`config.mk`:
```
export PLATFORM = sky130hd
export DESIGN_NAME = tagged_value_stream_parser
export DESIGN_NICKNAME = d
export VERILOG_FILES = /design/src/hdl/tvsp_pkg.sv /design/src/hdl/tvsp_core.sv /design/src/hdl/tvsp_out_reg.sv /design/src/hdl/tagged_value_stream_parser.sv
export SDC_FILE = /design/constraint.sdc
export NUM_CORES = 1
export LEC_CHECK = 0
export BUFFER_PORTS_ARGS = -buffer_cell sky130_fd_sc_hd__clkbuf_2
export CORE_MARGIN = 8
export CORE_UTILIZATION = 62
export DETAILED_ROUTE_END_ITERATION = 6
export GPL_TIMING_DRIVEN = 0
export PLACE_DENSITY_LB_ADDON = 0.25
export SYNTH_ARGS = -nofsm -noshare
export SYNTH_HDL_FRONTEND = slang
export SYNTH_HIERARCHICAL = 1
export SYNTH_SLANG_ARGS = --single-unit
```
`constraint.sdc`:
```
create_clock -name clk -period 11.9 [get_ports clk]
set_input_delay 0.595 -clock clk [delete_from_list [all_inputs] [get_ports clk]]
set_output_delay 0.595 -clock clk [all_outputs]
set_load 0.01 [all_outputs]
```
`src/hdl/tvsp_pkg.sv`:
```
// ----------------------------------------------------------------------------
// tvsp_pkg: shared types and constants of the tagged value stream parser
// Holds the entry phase, status and type codes, the result record and the
// helper functions for value sizes and sign extension.
// ----------------------------------------------------------------------------
package tvsp_pkg;

	// Phase of the entry being parsed.
	typedef enum logic [2:0] {
		PH_KEY    = 3'd0,
		PH_TYPE   = 3'd1,
		PH_NUM    = 3'd2,
		PH_SLEN   = 3'd3,
		PH_SBYTES = 3'd4,
		PH_BAD    = 3'd5
	} phase_t;

	// Status code carried by each result.
	typedef enum logic [2:0] {
		ST_NUM     = 3'd0,
		ST_SBYTE   = 3'd1,
		ST_EMPTY   = 3'd2,
		ST_CUT     = 3'd3,
		ST_UNKNOWN = 3'd4
	} status_t;

	// Type codes of an entry.
	localparam logic [2:0] TY_NONE  = 3'd0;
	localparam logic [2:0] TY_INT8  = 3'd1;
	localparam logic [2:0] TY_INT16 = 3'd2;
	localparam logic [2:0] TY_INT32 = 3'd3;
	localparam logic [2:0] TY_INT64 = 3'd4;
	localparam logic [2:0] TY_FX16  = 3'd5;
	localparam logic [2:0] TY_FX32  = 3'd6;
	localparam logic [2:0] TY_STR   = 3'd7;

	// Bytes in the key and in a string length field.
	localparam logic [3:0] KEY_BYTES  = 4'd4;
	localparam logic [3:0] SLEN_BYTES = 4'd2;

	// One result record.
	typedef struct packed {
		logic [31:0]        entry_key;
		logic [2:0]         type_code;
		logic signed [63:0] number_value;
		logic [7:0]         string_byte;
		logic               last_of_string;
		status_t            status;
	} result_t;

	// Number of value bytes for a numeric type.
	function automatic logic [3:0] value_size(input logic [2:0] t);
		logic [3:0] n;
		unique case (t)
			TY_INT8:  n = 4'd1;
			TY_INT16: n = 4'd2;
			TY_INT32: n = 4'd4;
			TY_INT64: n = 4'd8;
			TY_FX16:  n = 4'd4;
			TY_FX32:  n = 4'd8;
			default:  n = 4'd0;
		endcase
		return n;
	endfunction

	// Sign-extends the collected value word from the size of its type.
	function automatic logic [63:0] sign_extend(input logic [2:0] t, input logic [63:0] v);
		logic [63:0] r;
		unique case (t)
			TY_INT8:           r = {{56{v[7]}}, v[7:0]};
			TY_INT16:          r = {{48{v[15]}}, v[15:0]};
			TY_INT32, TY_FX16: r = {{32{v[31]}}, v[31:0]};
			default:           r = v;
		endcase
		return r;
	endfunction

endpackage

```
`src/hdl/tvsp_core.sv`:
```
// ----------------------------------------------------------------------------
// tvsp_core: entry parser state and per-byte decode
// Holds the parser state and works out, for the byte in the input register,
// the next state and the result (if any) in one short combinational pass.
// ----------------------------------------------------------------------------
module tvsp_core
	import tvsp_pkg::*;
(
	input  logic    clk,
	input  logic    arst_n,
	input  logic    step,
	input  logic [7:0] data_byte,
	input  logic    end_of_message,
	output logic    res_valid,
	output result_t res
);

	phase_t      phase_q, phase_d;
	logic [3:0]  count_q, count_d;
	logic [2:0]  type_q, type_d;
	logic [15:0] remain_q, remain_d;
	logic        skip_q, skip_d;
	logic [31:0] key_q, key_d;
	logic [63:0] value_q, value_d;

	logic [3:0]  count_inc;
	logic [31:0] key_shifted;
	logic [63:0] value_shifted;
	logic [3:0]  need;
	logic [15:0] remain_dec;
	logic        entry_done;

	assign count_inc     = count_q + 4'd1;
	assign key_shifted   = {key_q[23:0], data_byte};
	assign value_shifted = {value_q[55:0], data_byte};
	assign need          = value_size(type_q);
	assign remain_dec    = remain_q - 16'd1;

	// Decode of one byte: next state and result.
	always_comb begin
		phase_d    = phase_q;
		count_d    = count_q;
		type_d     = type_q;
		remain_d   = remain_q;
		skip_d     = skip_q;
		key_d      = key_q;
		value_d    = value_q;
		entry_done = 1'b0;
		res_valid  = 1'b0;
		res.entry_key      = key_q;
		res.type_code      = type_q;
		res.number_value   = '0;
		res.string_byte    = '0;
		res.last_of_string = 1'b0;
		res.status         = ST_NUM;

		if (skip_q) begin
			// Rest of a message after an unknown type is ignored.
		end else begin
			unique case (phase_q)
				PH_KEY: begin
					key_d   = key_shifted;
					count_d = count_inc;
					if (count_inc >= KEY_BYTES) begin
						count_d = '0;
						phase_d = PH_TYPE;
					end
				end
				PH_TYPE: begin
					if (data_byte >= 8'd1 && data_byte <= 8'd7) begin
						type_d  = data_byte[2:0];
						phase_d = (data_byte[2:0] == TY_STR) ? PH_SLEN : PH_NUM;
					end else begin
						type_d  = TY_NONE;
						phase_d = PH_BAD;
					end
					count_d = '0;
					value_d = '0;
				end
				PH_NUM: begin
					value_d = value_shifted;
					count_d = count_inc;
					if (need == 4'd0 || count_inc >= need) begin
						res_valid        = 1'b1;
						res.number_value = sign_extend(type_q, value_shifted);
						res.status       = ST_NUM;
						entry_done       = 1'b1;
					end else if (end_of_message) begin
						res_valid  = 1'b1;
						res.status = ST_CUT;
					end
				end
				PH_SLEN: begin
					value_d = value_shifted;
					count_d = count_inc;
					if (count_inc >= SLEN_BYTES) begin
						remain_d = value_shifted[15:0];
						count_d  = '0;
						if (value_shifted[15:0] == 16'd0) begin
							res_valid          = 1'b1;
							res.last_of_string = 1'b1;
							res.status         = ST_EMPTY;
							entry_done         = 1'b1;
						end else if (end_of_message) begin
							res_valid  = 1'b1;
							res.status = ST_CUT;
						end else begin
							phase_d = PH_SBYTES;
						end
					end else if (end_of_message) begin
						res_valid  = 1'b1;
						res.status = ST_CUT;
					end
				end
				PH_SBYTES: begin
					remain_d = remain_dec;
					if (remain_dec == 16'd0) begin
						res_valid          = 1'b1;
						res.string_byte    = data_byte;
						res.last_of_string = 1'b1;
						res.status         = ST_SBYTE;
						entry_done         = 1'b1;
					end else if (end_of_message) begin
						res_valid  = 1'b1;
						res.status = ST_CUT;
					end else begin
						res_valid       = 1'b1;
						res.string_byte = data_byte;
						res.status      = ST_SBYTE;
					end
				end
				default: begin
					// Unknown type: report it on the sixth byte, then skip.
					res_valid  = 1'b1;
					res.status = ST_UNKNOWN;
					entry_done = 1'b1;
					skip_d     = !end_of_message;
				end
			endcase
		end

		// Finished entries and message ends return to key collection.
		if (entry_done || end_of_message) begin
			phase_d  = PH_KEY;
			count_d  = '0;
			type_d   = TY_NONE;
			remain_d = '0;
			key_d    = '0;
			value_d  = '0;
		end
		if (end_of_message) begin
			skip_d = 1'b0;
		end
		if (!step) begin
			res_valid = 1'b0;
		end
	end

	// Control state.
	always_ff @(posedge clk or negedge arst_n) begin
		if (!arst_n) begin
			phase_q  <= PH_KEY;
			count_q  <= '0;
			type_q   <= TY_NONE;
			remain_q <= '0;
			skip_q   <= 1'b0;
		end else if (step) begin
			phase_q  <= phase_d;
			count_q  <= count_d;
			type_q   <= type_d;
			remain_q <= remain_d;
			skip_q   <= skip_d;
		end
	end

	// Key and value shift registers.
	always_ff @(posedge clk) begin
		if (step) begin
			key_q   <= key_d;
			value_q <= value_d;
		end
	end

endmodule

```
`src/hdl/tvsp_out_reg.sv`:
```
// ----------------------------------------------------------------------------
// tvsp_out_reg: result register
// Holds one result until the receiver takes it and tells the parser when
// it may advance.
// ----------------------------------------------------------------------------
module tvsp_out_reg
	import tvsp_pkg::*;
(
	input  logic    clk,
	input  logic    arst_n,
	input  logic    res_valid,
	input  result_t res,
	output logic    advance,
	output logic    out_valid,
	input  logic    out_stall,
	output result_t out_res
);

	logic    valid_q;
	result_t res_q;

	// The slot is free when empty or when its result leaves this cycle.
	assign advance   = !valid_q || !out_stall;
	assign out_valid = valid_q;
	assign out_res   = res_q;

	always_ff @(posedge clk or negedge arst_n) begin
		if (!arst_n) begin
			valid_q <= 1'b0;
		end else if (advance) begin
			valid_q <= res_valid;
		end
	end

	always_ff @(posedge clk) begin
		if (advance && res_valid) begin
			res_q <= res;
		end
	end

endmodule

```
`src/hdl/tagged_value_stream_parser.sv`:
```
// ----------------------------------------------------------------------------
// tagged_value_stream_parser: type-length-value message parser
// Splits a byte stream of keyed, typed entries into numeric results and
// streamed string bytes.
// ----------------------------------------------------------------------------
// Usage:
// Message bytes enter on the input channel (in_valid, in_stall, data_byte,
// end_of_message), one byte per transfer, end_of_message high on the last
// byte of each message. Results leave on the output channel (out_valid,
// out_stall and the result fields): one transfer per numeric entry, per
// string byte, per empty string, per entry cut off in its length or
// value and per unknown type. A byte passes an input register and one
// decode step into the result register, where its result is shown and
// from which it can leave.
// The block takes one byte per cycle while the receiver does not stall;
// its rate is set by the combinational decode between the input and
// result registers. Bytes that cause no result (key, type, length and
// numeric body bytes) still pass through that decode step.
// When the receiver stalls, the result holds and the input stalls once
// the input register is also full; nothing is lost.
// Reset clears both valid flags and returns the parser to awaiting a key.
// ----------------------------------------------------------------------------
module tagged_value_stream_parser
	import tvsp_pkg::*;
(
	input  logic               clk,
	input  logic               arst_n,
	input  logic               in_valid,
	output logic               in_stall,
	input  logic [7:0]         data_byte,
	input  logic               end_of_message,
	output logic               out_valid,
	input  logic               out_stall,
	output logic [31:0]        entry_key,
	output logic [2:0]         type_code,
	output logic signed [63:0] number_value,
	output logic [7:0]         string_byte,
	output logic               last_of_string,
	output logic [2:0]         status
);

	logic       valid_s1;
	logic [7:0] data_s1;
	logic       eom_s1;
	logic       advance;
	logic       step;
	logic       res_valid;
	result_t    res;
	result_t    out_res;

	// The input register waits only while its byte cannot move on.
	assign in_stall = valid_s1 && !advance;
	assign step     = valid_s1 && advance;

	// Input register.
	always_ff @(posedge clk or negedge arst_n) begin
		if (!arst_n) begin
			valid_s1 <= 1'b0;
		end else if (!in_stall) begin
			valid_s1 <= in_valid;
		end
	end

	always_ff @(posedge clk) begin
		if (in_valid && !in_stall) begin
			data_s1 <= data_byte;
			eom_s1  <= end_of_message;
		end
	end

	// Parser state and decode.
	tvsp_core u_core (
		.clk            (clk),
		.arst_n         (arst_n),
		.step           (step),
		.data_byte      (data_s1),
		.end_of_message (eom_s1),
		.res_valid      (res_valid),
		.res            (res)
	);

	// Result register.
	tvsp_out_reg u_out_reg (
		.clk       (clk),
		.arst_n    (arst_n),
		.res_valid (res_valid),
		.res       (res),
		.advance   (advance),
		.out_valid (out_valid),
		.out_stall (out_stall),
		.out_res   (out_res)
	);

	assign entry_key      = out_res.entry_key;
	assign type_code      = out_res.type_code;
	assign number_value   = out_res.number_value;
	assign string_byte    = out_res.string_byte;
	assign last_of_string = out_res.last_of_string;
	assign status         = out_res.status;

endmodule
```
# After elaboration in Yosys (flattened, before gate mapping)
# Index checks and enable logic that the tools add are counted.
[word_totals]
inputBits = 13
ff_bits = 237
word_cells = 133
[classes]
order_cmp = 5
reduce_logical = 36
mux = 54
bitwise_logic = 3
addsub = 2
eq_ne = 16
[op_table]
columns = ["operator", "count"]
rows = [
  ["64-bit one-hot mux with 3 select lines", 1],
  ["56-bit one-hot mux with 2 select lines", 1],
  ["32-bit two-way mux", 2],
  ["56-bit two-way mux", 1],
  ["16-bit two-way mux", 3],
  ["3-bit two-way mux", 13],
  ["16-bit logical NOT", 2],
  ["16-bit one-hot mux with 2 select lines", 1],
  ["4-bit one-hot mux with 4 select lines", 2],
  ["4-bit two-way mux", 4],
  ["8-bit two-way mux", 2],
  ["16-bit by 1-bit subtractor with 16-bit output, second input constant", 1],
  ["3-bit == test, second input constant", 5],
  ["1-bit two-way mux", 15],
  ["3-bit by 2-bit == test with 1-bit output, second input constant", 4],
  ["3-bit one-hot mux with 4 select lines", 1],
  ["3-bit AND reduction", 4],
  ["2-bit OR reduction", 5],
  ["3-bit one-hot mux with 3 select lines", 1],
  ["8-bit by 1-bit greater-or-equal comparator with 1-bit output, second input constant", 1],
  ["8-bit by 3-bit less-or-equal comparator with 1-bit output, second input constant", 1],
  ["2-bit two-way mux", 4],
  ["7-bit AND reduction", 1],
  ["3-bit by 1-bit == test with 1-bit output, second input constant", 2],
  ["24 further kinds", 39],
]

# Longest topological paths before layout
# Gate-level depths: netlist of run 1.
[depth]
depth_word = 11
ltp_mapped = 14

# Modules after synthesis
# The synthesis of run 1 kept the hierarchy.
[by_module_without_submodules]
columns = ["mod", "area_each_um2", "cells_per_inst", "seq_area_each_um2", "n_inst"]
rows = [
  ["tvsp_core", 6289.8, 630, 3318.2, 1],
  ["tvsp_out_reg", 3380.7, 115, 3358.2, 1],
  ["tagged_value_stream_parser", 334.1, 15, 295.3, 1],
]

# Least setup slack after synthesis of run 1
# OpenSTA, ideal clock, no wires.
[synth_timing]
path_type = "reg-to-reg"
start = "register u_core.type_q[2]"
end = "register u_out_reg.res_q, in the netlist u_out_reg/out_res[0] (enable)"
path_buffers = 1
setup_time_ns = 0.508
arrival_time_ns = 4.917
slack_ns = 6.476
path_stages_with_launch = 12
synth_period_minus_slack_ns = 5.424
cell_sequence = "dfrtp_1 -> clkbuf_1 -> nor2_1 -> nand2_1 -> inv_1 -> ha_1 -> nand2b_1 -> a211oi_1 -> o21ai_0 -> nand2_1 -> a311oi_1 -> a21boi_2"
[synth_between]
elab_chain_cells = 10
word_cells_on_any_way = 17
[synth_lines]
columns = ["item", "line", "rtl"]
rows = [
  ["start: declaration", "tvsp_core.sv:20", "logic [2:0] type_q, type_d;"],
  ["start signal: assignment", "tvsp_core.sv:170", "type_q <= type_d;"],
  ["3-bit == test or 3-bit by 2-bit == test with 1-bit output (tied branches)", "tvsp_pkg.sv:54", "unique case (t)"],
  ["2-bit OR reduction (no line)", "--", ""],
  ["4-bit one-hot mux with 4 select lines *", "tvsp_pkg.sv:54", ""],
  ["4-bit greater-or-equal comparator or 4-bit logical NOT (tied branches)", "tvsp_core.sv:83", "if (need == 4'd0 || count_inc >= need) begin"],
  ["1-bit logical OR *", "tvsp_core.sv:83", ""],
  ["1-bit two-way mux *", "tvsp_core.sv:83", ""],
  ["1-bit one-hot mux with 3 select lines *", "tvsp_core.sv:60", "unique case (phase_q)"],
  ["1-bit two-way mux *", "tvsp_core.sv:57", "if (skip_q) begin"],
  ["1-bit two-way mux *", "tvsp_core.sv:154", "if (!step) begin"],
  ["net res_valid", "tagged_value_stream_parser.sv:47", "logic res_valid;"],
  ["1-bit logical AND *", "tvsp_out_reg.sv:36", "if (advance && res_valid) begin"],
  ["end signal: assignment", "tvsp_out_reg.sv:37", "res_q <= res;"],
  ["end: declaration", "tvsp_out_reg.sv:20", "result_t res_q;"],
]
# Mark *: on every way through the listed nets, which the timed path passes. The rest lies on a longest branch.
# A chain may end at the register's enable or synchronous reset.

# Worst setup path in the final report of run 1
[layout_timing]
start = "register u_core.type_q[2]"
end = "register u_out_reg.res_q, in the netlist u_out_reg/out_res[24] (enable)"
# The elaborated chain is that of the path after synthesis.

==> results.txt, run 1 <==
- Status: completed
* Worst reg2reg path startpoint: u_core/type_q[2]
* Vias in the first global route: 6,645
- Met3 global-route usage: 3.21%
- The number of setup buffers added after CTS is 0.
* Crit-path max FO: 32
* Final count of pins violating max slew: 0
* Area added between synthesis and finish: 17.9%
- Placer's final routability congestion estimate: 0.923
- The worst pin sits at a relative slew slack of 36.5%.
* Clock-pin slew reported for the worst setup and hold paths after clock tree synthesis: 60 ps
* Overall global routing resource usage: 22.5%
- For the worst setup path, the data required time is 12,100 ps.
- For the finished layout, the period the worst path requires is 4170 ps.
* TritonCTS Sinks: 237
- MaxCap Viol Count: 0
* Capture instance of the worst register-to-register path: u_out_reg/out_res[24]
* Ports placed on the boundary: 126
* Maximum buffer depth of the clock tree: 3
* DIE WIDTH: 143 um
- Half-perimeter wire length after placement: 16,100 um
- In this run the mean area of a mapped cell was 13.2 um^2.
* Wire length of the first global-routing pass: 35,600 um
- In this run the cell area of the synthesized design comes to 0.0100 mm^2.
- Count of different cell masters after synthesis: 59
- For this run, global-route usage on met2 was measured as 39.6%.
* Inserted Diodes: 0
- Sequential cells were found to cover 69.7% of the synthesized design area.
* Post-synth top area share: 62.4%
- Total cell area at the placement stage: 0.0110 mm^2
* Hold buffer count at cts: 0
* Cell row count: 46
- After clock tree synthesis, the repair step resized 0 gates.
- Number of nets in the synthesized netlist: 780
- Counting flops with a built-in enable in the synthesized netlist gives 208.
* Leakage power: 4.60 nW
* Hold/Removal Path Class: in -> async
- Clock latency at the later pin of the worst-skew pair: 510 ps
- The design draws 2.59 mW.
- The detailed router finished its first iteration with 460 violations.
- The floorplan step defined a die boundary enclosing 0.0205 mm^2.
* Count of final setup violators: 0
* Type of the worst setup path: reg -> reg
- Among all flip-flop cells after synthesis, the most frequent one is edfxtp_1.
- For this configuration, the core starts out at a cell density of 63.2%.
- Final hold analysis gives a worst-case slack of 163 ps.
- Entering global routing, the biggest net connects 37 pins.
- The cell count after synthesis came out at 760.
- STA classifies the critical path startpoint as a register.
* Async S/R FF share, synth: 12.2%
* Synth cell count leaders: edfxtp_1, and2_1, a21oi_1
- Nature of the critical path endpoint: register
- Ordered list of cells on the worst path: clkbuf_1 > nor2_1 > nand2_1 > inv_1 > ha_1 > nand2b_1 > a211oi_1 > o21ai_0 > nand2_1 > a311oi_1 > a21boi_4 > buf_12 > buf_12
* Total Negative Setup Slacks: 0 ps
- After global routing, the most crowded layer is met2.
- CTS built an H-tree with a depth of 1.
- The synthesized design contains 237 register bits.
- Summed over all instances, the cell type with the most area after synthesis is edfxtp_1.
* GR Layer Usage met1: 27.8%
- Worst Path Arrival: 4370 ps
- The slowest stage of the critical path belongs to the cell a21boi_4.
- Cells with a size suffix above 1 make up 19.9% of the layout.
- Final wirelength: 23,100 um
- Final period utilization: 35.0%
- In the routed design, unresolved DRC markers number 0.
- The total count of hold-check failures in the final report came to 0.
- Achievable Freq: 0.240 GHz
- Setup repair after global routing missed its margin: false
- The floorplan step defined a core boundary enclosing 0.0158 mm^2.
- Measured along the y axis, the die boundary spans 143 um.
- The total overflow left after global routing is 0.
- Buffers inserted during clock tree synthesis total 24.
* Root Driver: clkbuf_16
- For the final database, setup skew stands at 11.6 ps.
- Final routed wire length divided by cell count: 20.1 um
- Yosys instantiated no cell more often than edfxtp_1.
* Finished layout cell area: 0.0118 mm^2
- Power density over cell area: 219 mW/mm^2
- For flop-to-flop paths, the worst setup slack is 7730 ps.
- Top area cells in the synthesized netlist: edfxtp_1, dfrtp_1, and2_1, a21oi_1, o21a_1
- For the worst flop-to-flop path, the logic depth is 13.
* Transition time at the pin with the least slew margin: 950 ps
- TritonCTS clock tree: yes
- Vias/cell: 5.80
* Final antenna-violating net count: 0
* Buffers added on ports: 125
* Maximum vdd ir drop: 145 uV
- The Yosys step of the flow raised 6 warnings.
- Net total in the final layout: 936
- Largest stage delay on the critical path: 840 ps
- The initial antenna violation count was 0.
- Total vias in the final route: 6,667
- First-pass iteration count of the detailed router: 5
cells by family (layout without fill, tap and decap cells):
kind of cell	count (synthesis)	count (layout)	synth area share, %
AO/OA/AOI/OAI	173	173	11.4
XOR/XNOR	6	6	0.525
adder cells (fa/ha/maj)	7	7	0.875
buffers and inverters	56	230	2.25
flip-flops	237	237	69.7
AND/OR/NAND/NOR	281	281	15.3
registers in the layout, indices dropped and copies added (netlist names):
| name | flops |
|---|---|
| valid_s1 | 1 |
| u_out_reg/out_valid | 1 |
| eom_s1 | 1 |
| u_core/value_q | 56 |
| u_out_reg/out_res | 111 |
| u_core/skip_q | 1 |
| u_core/type_q | 3 |
| u_core/remain_q | 16 |
| u_core/phase_q | 3 |
| data_s1 | 8 |
| u_core/count_q | 4 |
| u_core/key_q | 32 |
area by class of cell:
| class | count | area (um^2) |
|---|---|---|
| inverters | 12 | 45.0 |
| multi-input cells | 467 | 2830 |
| clock buffers | 32 | 652 |
| flip-flops and latches | 237 | 6970 |
| clock inverters | 12 | 111 |
| well taps | 216 | 270 |
| plain buffers | 44 | 180 |
| repair buffers | 130 | 733 |
| fillers | 1036 | 4030 |
worst max path at each step:
stage,endpoint,slack (ps),start,cells past startpoint
6_report,u_out_reg/out_res[24],7730,u_core/type_q[2],13
5_1_grt,u_out_reg/out_res[66],7460,u_core/type_q[2],13
4_1_cts,u_out_reg/out_res[66],7690,u_core/type_q[2],13
3_5_place_dp,u_out_reg/out_res[55],7740,u_core/type_q[2],13
3_3_place_gp,u_out_reg/out_res[31],4830,u_core/type_q[2],11
2_1_floorplan,u_out_reg/out_res[0],6480,u_core/type_q[2],11
where the power goes:
| part | internal, mW | total, mW | switching [mW] |
|---|---|---|---|
| registers | 1.12 | 1.22 | 0.101 |
| logic | 0.211 | 0.639 | 0.428 |
| clock network | 0.429 | 0.724 | 0.295 |
| total | 1.76 | 2.59 | 0.824 |
cell usage in the layout (no fill, tap or decap), types with 3 or more instances in the layout:
cell type  synthesis  layout
nor3b_1            3       3
o21a_1            36      36
ha_1               7       7
xnor2_1            3       3
clkbuf_16          0      25
and3_1            16      16
clkinv_2           0       3
nor2b_1            4       4
o21ai_1            5       5
a21o_1             3       3
nor4_1             7       7
clkinv_1           0       5
clkbuf_1          31      38
a21oi_1           59      58
dfrtp_1           29      29
o21ai_0           21      21
buf_2              8       8
o211ai_1          13      13
nor2_1            40      39
or2_2              3       3
buf_1              3       3
xor2_1             3       3
clkbuf_2           1     126
nand2_1           52      52
a22o_1             5       5
a211oi_1           3       3
o31ai_1            3       3
and2_1            97      97
nand4_1            5       5
a31oi_1            4       4
inv_1             12      12
or3_1              3       3
nand2b_1           9       9
nor3_1            24      24
nand3_1            8       8
edfxtp_1         208     208
buf_12             0       4
layer usage:
metal	routed length (um)	up-vias
met5	0	-
met4	517	0
met3	1620	32
met2	11900	256
met1	9080	3264
li1	-	3115
critical path, delay by kind of cell, from the launching register on:
family,cells,cell delay [ps]
compound gates,4,1620
fa+ha+maj,1,290
buf+inv,4,980
flops,1,340
simple gates,4,600
metrics by stage:
stage,instances,utilization [%],worst slack [ps]
4_1_cts,1150,74.5,7690
2_1_floorplan,760,-,6480
6_report,1150,74.5,7730
3_5_place_dp,1106,69.7,7740
3_3_place_gp,1101,68.9,4830
5_1_grt,1150,74.5,7460
(Power assumes the default switching activity.)
==> run 2: changes to the inputs <==
--- a/config.mk
+++ b/config.mk
@@ -7,7 +7,7 @@
 export LEC_CHECK = 0
 export BUFFER_PORTS_ARGS = -buffer_cell sky130_fd_sc_hd__clkbuf_2
 export CORE_MARGIN = 8
-export CORE_UTILIZATION = 62
+export CORE_UTILIZATION = 58
 export DETAILED_ROUTE_END_ITERATION = 6
 export GPL_TIMING_DRIVEN = 0
 export PLACE_DENSITY_LB_ADDON = 0.25
==> constraint.sdc (replaced) <==
create_clock -name clk -period 3.9 [get_ports clk]
set_input_delay 0.195 -clock clk [delete_from_list [all_inputs] [get_ports clk]]
set_output_delay 0.195 -clock clk [all_outputs]
set_load 0.01 [all_outputs]
==> run 2 against run 1 <==
- clock skew up 22 ps
- routed wire length is 4.1% lower
- via count is 0.45% lower
- core utilization shrank 4.5 points
- count of clock-buffer cells in the layout is 3 lower
- sequential power increased to 3.0 times the previous value
- worst hold slack improved by 150 ps
- first-iteration DRC count rose by 10%
- cell count grew 1.7%
- largest cell class unchanged
- register-to-register slack worse by 7600 ps
- flip-flop and latch count unchanged
- clock power grew to 2.9 times the previous value
==> results.txt, run 2 (same netlist as run 1, synthesis figures left out) <==
- Inserted Diodes: 0
* Post-route clock skew: 33.9 ps
- For this run, the top clock speed supported by timing is 0.269 GHz.
- The via count of the first global-routing pass was 6,503.
* First-pass iteration count of the detailed router: 6
- Data arrives at the worst endpoint at 3900 ps.
* Area added between synthesis and finish: 19.3%
- In this run the worst hold path is classified as in -> async.
- Commonest cells after routing, fill and taps aside: edfxtp_1, clkbuf_2, and2_1, a21oi_1, nand2_1
* Clock latency at the later pin of the worst-skew pair: 510 ps
- The setup path with the least slack is of type reg -> reg.
* Leakage power: 4.64 nW
- The total count of hold-check failures in the final report came to 0.
- The flow ran to the end, and the final reports show no timing, DRC or antenna violations.
* Share of cells above drive strength 1: 20.4%
- The floorplan step defined a core boundary enclosing 0.0171 mm^2.
* TritonCTS Sinks: 237
- The floorplan has 48 rows.
- The routed design could run at a clock period as short as 3720 ps.
* Half-perimeter wire length after placement: 15,100 um
- In the routed layout, each cell is associated on average with a via count of 5.68.
* Crit-path most repeated cell: buf_12
- The slowest stage of the critical path belongs to the cell a21boi_4.
* Total vias in the final route: 6,637
* Root Driver: clkbuf_16
* Final count of pins violating max slew: 0
* Clock-pin slew reported for the worst setup and hold paths after clock tree synthesis: 70 ps
* Maximum vdd ir drop: 430 uV
* Setup slack on the worst flop-to-flop path: 180 ps
- Placer's final routability congestion estimate: 0.944
* Net total in the final layout: 949
- Setup slack on the critical path of the routed design comes to 182 ps.
- Drt initial violations: 507
- Setup repair after global routing missed its margin: false
* Most frequent standard cell in the layout excluding fill and tap cells: edfxtp_1
- STA classifies the critical path endpoint as a register.
* DRC Markers: 0
- The initial antenna violation count came to 0.
* Count of final setup violators: 0
* Final antenna-violating net count: 0
* Ports placed on the boundary: 126
- WP data required: 4080 ps
* CTS H-tree lvls: 1
* Die area: 0.0217 mm^2
* Initial standard-cell utilization of the core: 58.7%
- Power density over cell area: 652 mW/mm^2
- Walking the worst path, the cells encountered are ha_2 > nor3_1 > a41oi_1 > o2111ai_1 > a311oi_2 > a21boi_4 > buf_12 > buf_12.
* Die Height: 147 um
- Final routed wire length divided by cell count: 19.0 um
- TritonCTS built the clock tree.
* Final wirelength: 22,200 um
- Overall global routing resource usage: 20.0%
* Max reg flops: 111
* Wire length of the first global-routing pass: 34,800 um
- Measured against its own limit, the worst slew margin works out to 36.1%.
* Transition time at the pin with the least slew margin: 956 ps
- MaxCap Viol Count: 0
- DIE WIDTH: 147 um
* Final period utilization: 95.3%
- Crit-path max FO: 32
- Entering global routing, the biggest net connects 35 pins.
* Maximum buffer depth of the clock tree: 3
* Overflow left after global routing: 0
* TritonCTS buffer count: 23
- Pre-CTS setup slack: -72.3 ps
- Largest stage delay on the critical path: 830 ps
- The worst setup path is launched from a register.
- In this run the tool buffered the top-level ports with 125 buffer cells.
* Post-layout total power: 7.79 mW
==> run 2: cell types whose count changed in the layout (fill, tap and decap cells not counted), moves of 2 or more <==
cell	delta
o21ai_1	+2
clkbuf_16	-2
nor2_2	+2
clkbuf_8	+2
clkbuf_1	-4
o21ai_0	-2
dlygate4sd3_1	+12
==> run 2: what timing repair did <==
action / CTS / global route
resized for setup: 0 / 1
cloned: 1 / 0
buffers inserted: 0 / 1
endpoints found under the hold margin: 40 / 0
endpoints found under the setup margin: 34 / 80
pin swaps: 1 / 1
hold buffers: 12 / 0
==> run 2: cell type report <==
type,count,area (um^2)
Sequential cell,237,6970
Fill cell,1205,5120
Multi-Input combinational cell,468,2880
Timing Repair Buffer,143,861
Clock buffer,29,598
Tap cell,225,282
Buffer,44,204
Clock inverter,11,101
Inverter,12,45.0
==> run 2: where the power goes <==
part / internal, mW / switching, mW / total [mW]
Clock: 1.21 / 0.867 / 2.08
Sequential: 3.42 / 0.300 / 3.72
Combinational: 0.676 / 1.31 / 1.99
Total: 5.31 / 2.48 / 7.79
==> run 2: layer usage <==
metal | share of wire, % | GRT usage [%]
met5 | 0 | 0
met4 | 2.4 | 6.63
met3 | 6.4 | 3.32
met2 | 51 | 34.5
met1 | 40 | 25.2
==> run 2: final timing paths <==
| check | to | from | cells past startpoint |
|---|---|---|---|
| setup / recovery | u_out_reg/out_res[66] | u_core/count_q[0] | 8 |
| hold / removal | u_core/remain_q[13] | arst_n | 2 |
| setup reg to reg | u_out_reg/out_res[66] | u_core/count_q[0] | 8 |
| hold reg to reg | u_out_reg/out_res[104] | u_core/key_q[25] | 0 |
| max in group asynchronous | u_core/count_q[1] | arst_n | 2 |
| min in group clk | data_s1[5] | data_byte[5] | 2 |
==> run 2: critical path: cells and delay by family (launching register included) <==
family / cells / cell delay, ps
compound gates: 4 / 2000
simple gates: 1 / 60
flops: 1 / 510
fa+ha+maj: 1 / 290
buf+inv: 2 / 500
==> run 2: per-stage QoR <==
step                      setup TNS (ps)  utilization, %  hold WS (ps)  area [um^2]  instances
after floorplan                    -6060               -          -101        10100        760
after global placement           -167900            64.4           309        11000       1110
after detailed placement           -2420            65.1           315        11100       1115
after CTS                              0            69.9           312        11900       1168
after global routing                   0            70.0           362        11900       1169
final                                  0            70.0           313        11900       1169
==> run 3: changes to the inputs <==
--- a/config.mk
+++ b/config.mk
@@ -10,7 +10,7 @@
 export CORE_UTILIZATION = 58
 export DETAILED_ROUTE_END_ITERATION = 6
 export GPL_TIMING_DRIVEN = 0
-export PLACE_DENSITY_LB_ADDON = 0.25
+export PLACE_DENSITY = 0.8
 export SYNTH_ARGS = -nofsm -noshare
 export SYNTH_HDL_FRONTEND = slang
 export SYNTH_HIERARCHICAL = 1
==> run 3 against run 2 <==
- core utilization grew 0.21 points
- highest routed layer unchanged
- routed wire length shrank 2.0%
- fmax increased by 2.7%
- global-route usage fell by 0.41 points
- sequential power is essentially flat
- first-iteration DRC count up 0.39%
- count of clock-buffer cells in the layout is 5 higher
- largest power group unchanged
- via count down 0.17%
- worst setup slack improved by 98 ps
- critical endpoint is now u_core/value_q[51]
- sequential share of layout area shrank 0.17 points
- power shrank 0.17%
==> results.txt, run 3 (same netlist as run 1, synthesis figures left out) <==
* Status: completed
- The net count of the finished layout is 950.
- Inserted Diodes: 0
* Power density over cell area: 649 mW/mm^2
* Vias/cell: 5.65
* Antenna violations before repair: 0
- The worst register-to-register path has a depth of 13.
* Die Height: 147 um
- FF+latch area: 0.00697 mm^2
- Drt initial violations: 509
* Final antenna-violating net count: 0
- WP data required: 4100 ps
- Pin placement for this block handled 126 I/O pins.
- Clock latency on the worst-skew pair, taken at its later pin, is 500 ps.
* DRC Markers: 0
- Count of final setup violators: 0
- The initialized floorplan defines 48 standard-cell rows.
- TritonCTS buffer count: 24
- Max reg flops: 111
- Placed cell count: 1,116
- Post-layout utilization of the core: 70.2%
* Setup repair after global routing missed its margin: false
* Hold_ws: 299 ps
- Area of the multi-input gates: 0.00288 mm^2
* Worst reg2reg path startpoint: u_core/remain_q[0]
- In this run the critical register-to-register path is captured at u_core/value_q[51].
* Commonest cells after routing, fill and taps aside: edfxtp_1, clkbuf_2, and2_1, a21oi_1, nand2_1
- CTS H-tree lvls: 1
* Headroom to the max-slew limit: 43.7%
- Total vias in the final route: 6,626
- Achievable Freq: 0.276 GHz
- Per report_power, the combinational group accounts for 25.5% of the total.
* Post-CTS Setup Repair Bufs: 0
- The internal portion of the total power is 5.30 mW.
* Maximum buffer depth of the clock tree: 3
- For this run the aggregate overflow at the end of global routing stands at 0.
- Hold/Removal Path Class: in -> async
* Half-perimeter wire length after placement: 14,900 um
* TritonCTS Sinks: 237
- In the finished design, the share of the clock period the worst path needs comes to 92.8%.
* Maximum vdd ir drop: 431 uV
- STA classifies the critical path startpoint as a register.
- For this design the static power due to leakage is 4.65 nW.
- The total count of hold-check failures in the final report came to 0.
- MaxCap Viol Count: 0
- The area growth from synthesis to layout is 19.7%.
* Placer's final routability congestion estimate: 0.938
* DIE WIDTH: 147 um
- For the pin with the worst max-slew slack, the measured transition is 845 ps.
- Sw power: 2.47 mW
* Setup slack on the worst flop-to-flop path: 280 ps
- TritonCTS clock tree: yes
* Largest net degree at the start of global routing: 34
- Initial standard-cell utilization of the core: 58.7%
* Minimum clock period after layout: 3620 ps
- In this run, the clock network consumes 26.6% of the power.
* Final routed wire length divided by cell count: 18.5 um
- After floorplanning, the core was sized to cover 0.0171 mm^2.
* Worst Path Arrival: 3820 ps
* Final wirelength: 21,700 um
* Type of the worst setup path: reg -> reg
- Overall global routing resource usage: 19.6%
* Buffers added on ports: 125
- Share of cells above drive strength 1: 20.5%
- The via count of the first global-routing pass is 6,467.
* Die area: 0.0217 mm^2
- Clock-pin slew reported for the worst setup and hold paths after clock tree synthesis: 60 ps
- Of the total power, the share spent switching nets is 31.8%.
- Final count of pins violating max slew: 0
- Number of filler cells placed in the layout: 1,190
- Nature of the critical path endpoint: register
* Reg power frac: 47.9%
- The first global-routing pass estimated 34,100 um of wire.
- Post-route clock skew: 11.5 ps
- The first detailed-routing pass took 5 iterations.
- Leaving out fill and tap cells, the most frequent cell in the layout is edfxtp_1.
* Number of standard cells in the layout, taps in and fillers out: 1,173
- Root Driver: clkbuf_16
- Of all nets on the critical path, the largest fanout is 33.
[run 3: cell type report]
cell class                      count  area share, %
Timing Repair Buffer              143           7.36
Tap cell                          225           2.35
Inverter                           12          0.376
Multi-Input combinational cell    468           24.0
Clock buffer                       34           5.59
Buffer                             44           1.70
Sequential cell                   237           58.2
Clock inverter                     10          0.376
[run 3: timing repair]
action                     4_1_cts  5_1_grt
gates resized for setup          0        0
hold endpoints to repair        40        0
hold buffers                    12        0
setup endpoints to repair        0       60
[run 3: metal layers]
layer / global-route usage (%) / wire length, um / vias up
met1: 24.3 / 8550 / 3164
li1: - / - / 3154
met2: 34.2 / 11100 / 265
met3: 3.41 / 1540 / 43
met5: 0 / 0 / -
met4: 6.22 / 484 / 0
[run 3: worst max-delay path by stage]
stage	startpoint	endpoint	slack, ps	cells past startpoint
2_1_floorplan	u_core/type_q[2]	u_out_reg/out_res[0]	-50	9
6_report	u_core/remain_q[0]	u_core/value_q[51]	280	13
3_5_place_dp	u_core/count_q[2]	u_out_reg/out_res[61]	240	11
5_1_grt	u_core/remain_q[0]	u_core/value_q[37]	40	13
4_1_cts	u_core/count_q[2]	u_out_reg/out_res[74]	170	11
3_3_place_gp	u_core/count_q[0]	u_out_reg/out_res[33]	-1140	6
[run 3: worst max-delay path, stage by stage (launching register included)]
cell and delay (ps):
dfrtp_1 390, clkbuf_1 200, inv_1 130, ha_1 300, nor2b_1 260, nand2_1 160, xnor2_1 180, nor3_1 480
a31oi_4 250, buf_2 260, o21a_1 160, nor2_4 120, buf_12 230, buf_16 190
[run 3: power by group through the flow]
stage,clock network [mW],logic (mW),registers [mW]
2_1_floorplan,0,1.24,3.76
3_3_place_gp,0,1.81,3.77
3_5_place_dp,0,1.95,3.76
4_1_cts,2.11,1.97,3.72
5_1_grt,2.21,2.19,3.77
6_report,2.07,1.99,3.72
[run 3: metrics by stage]
| step | TNS (ps) | total power, mW | cell area (um^2) | setup WS, ps |
|---|---|---|---|---|
| finish | 0 | 7.78 | 12000 | 280 |
| global route | 0 | 8.16 | 12000 | 42.0 |
| CTS | 0 | 7.80 | 12000 | 172 |
| detailed placement | 0 | 5.71 | 11100 | 243 |
| global placement | -156360 | 5.58 | 11000 | -1140 |
| floorplan | -6060 | 5.00 | 10100 | -54.6 |
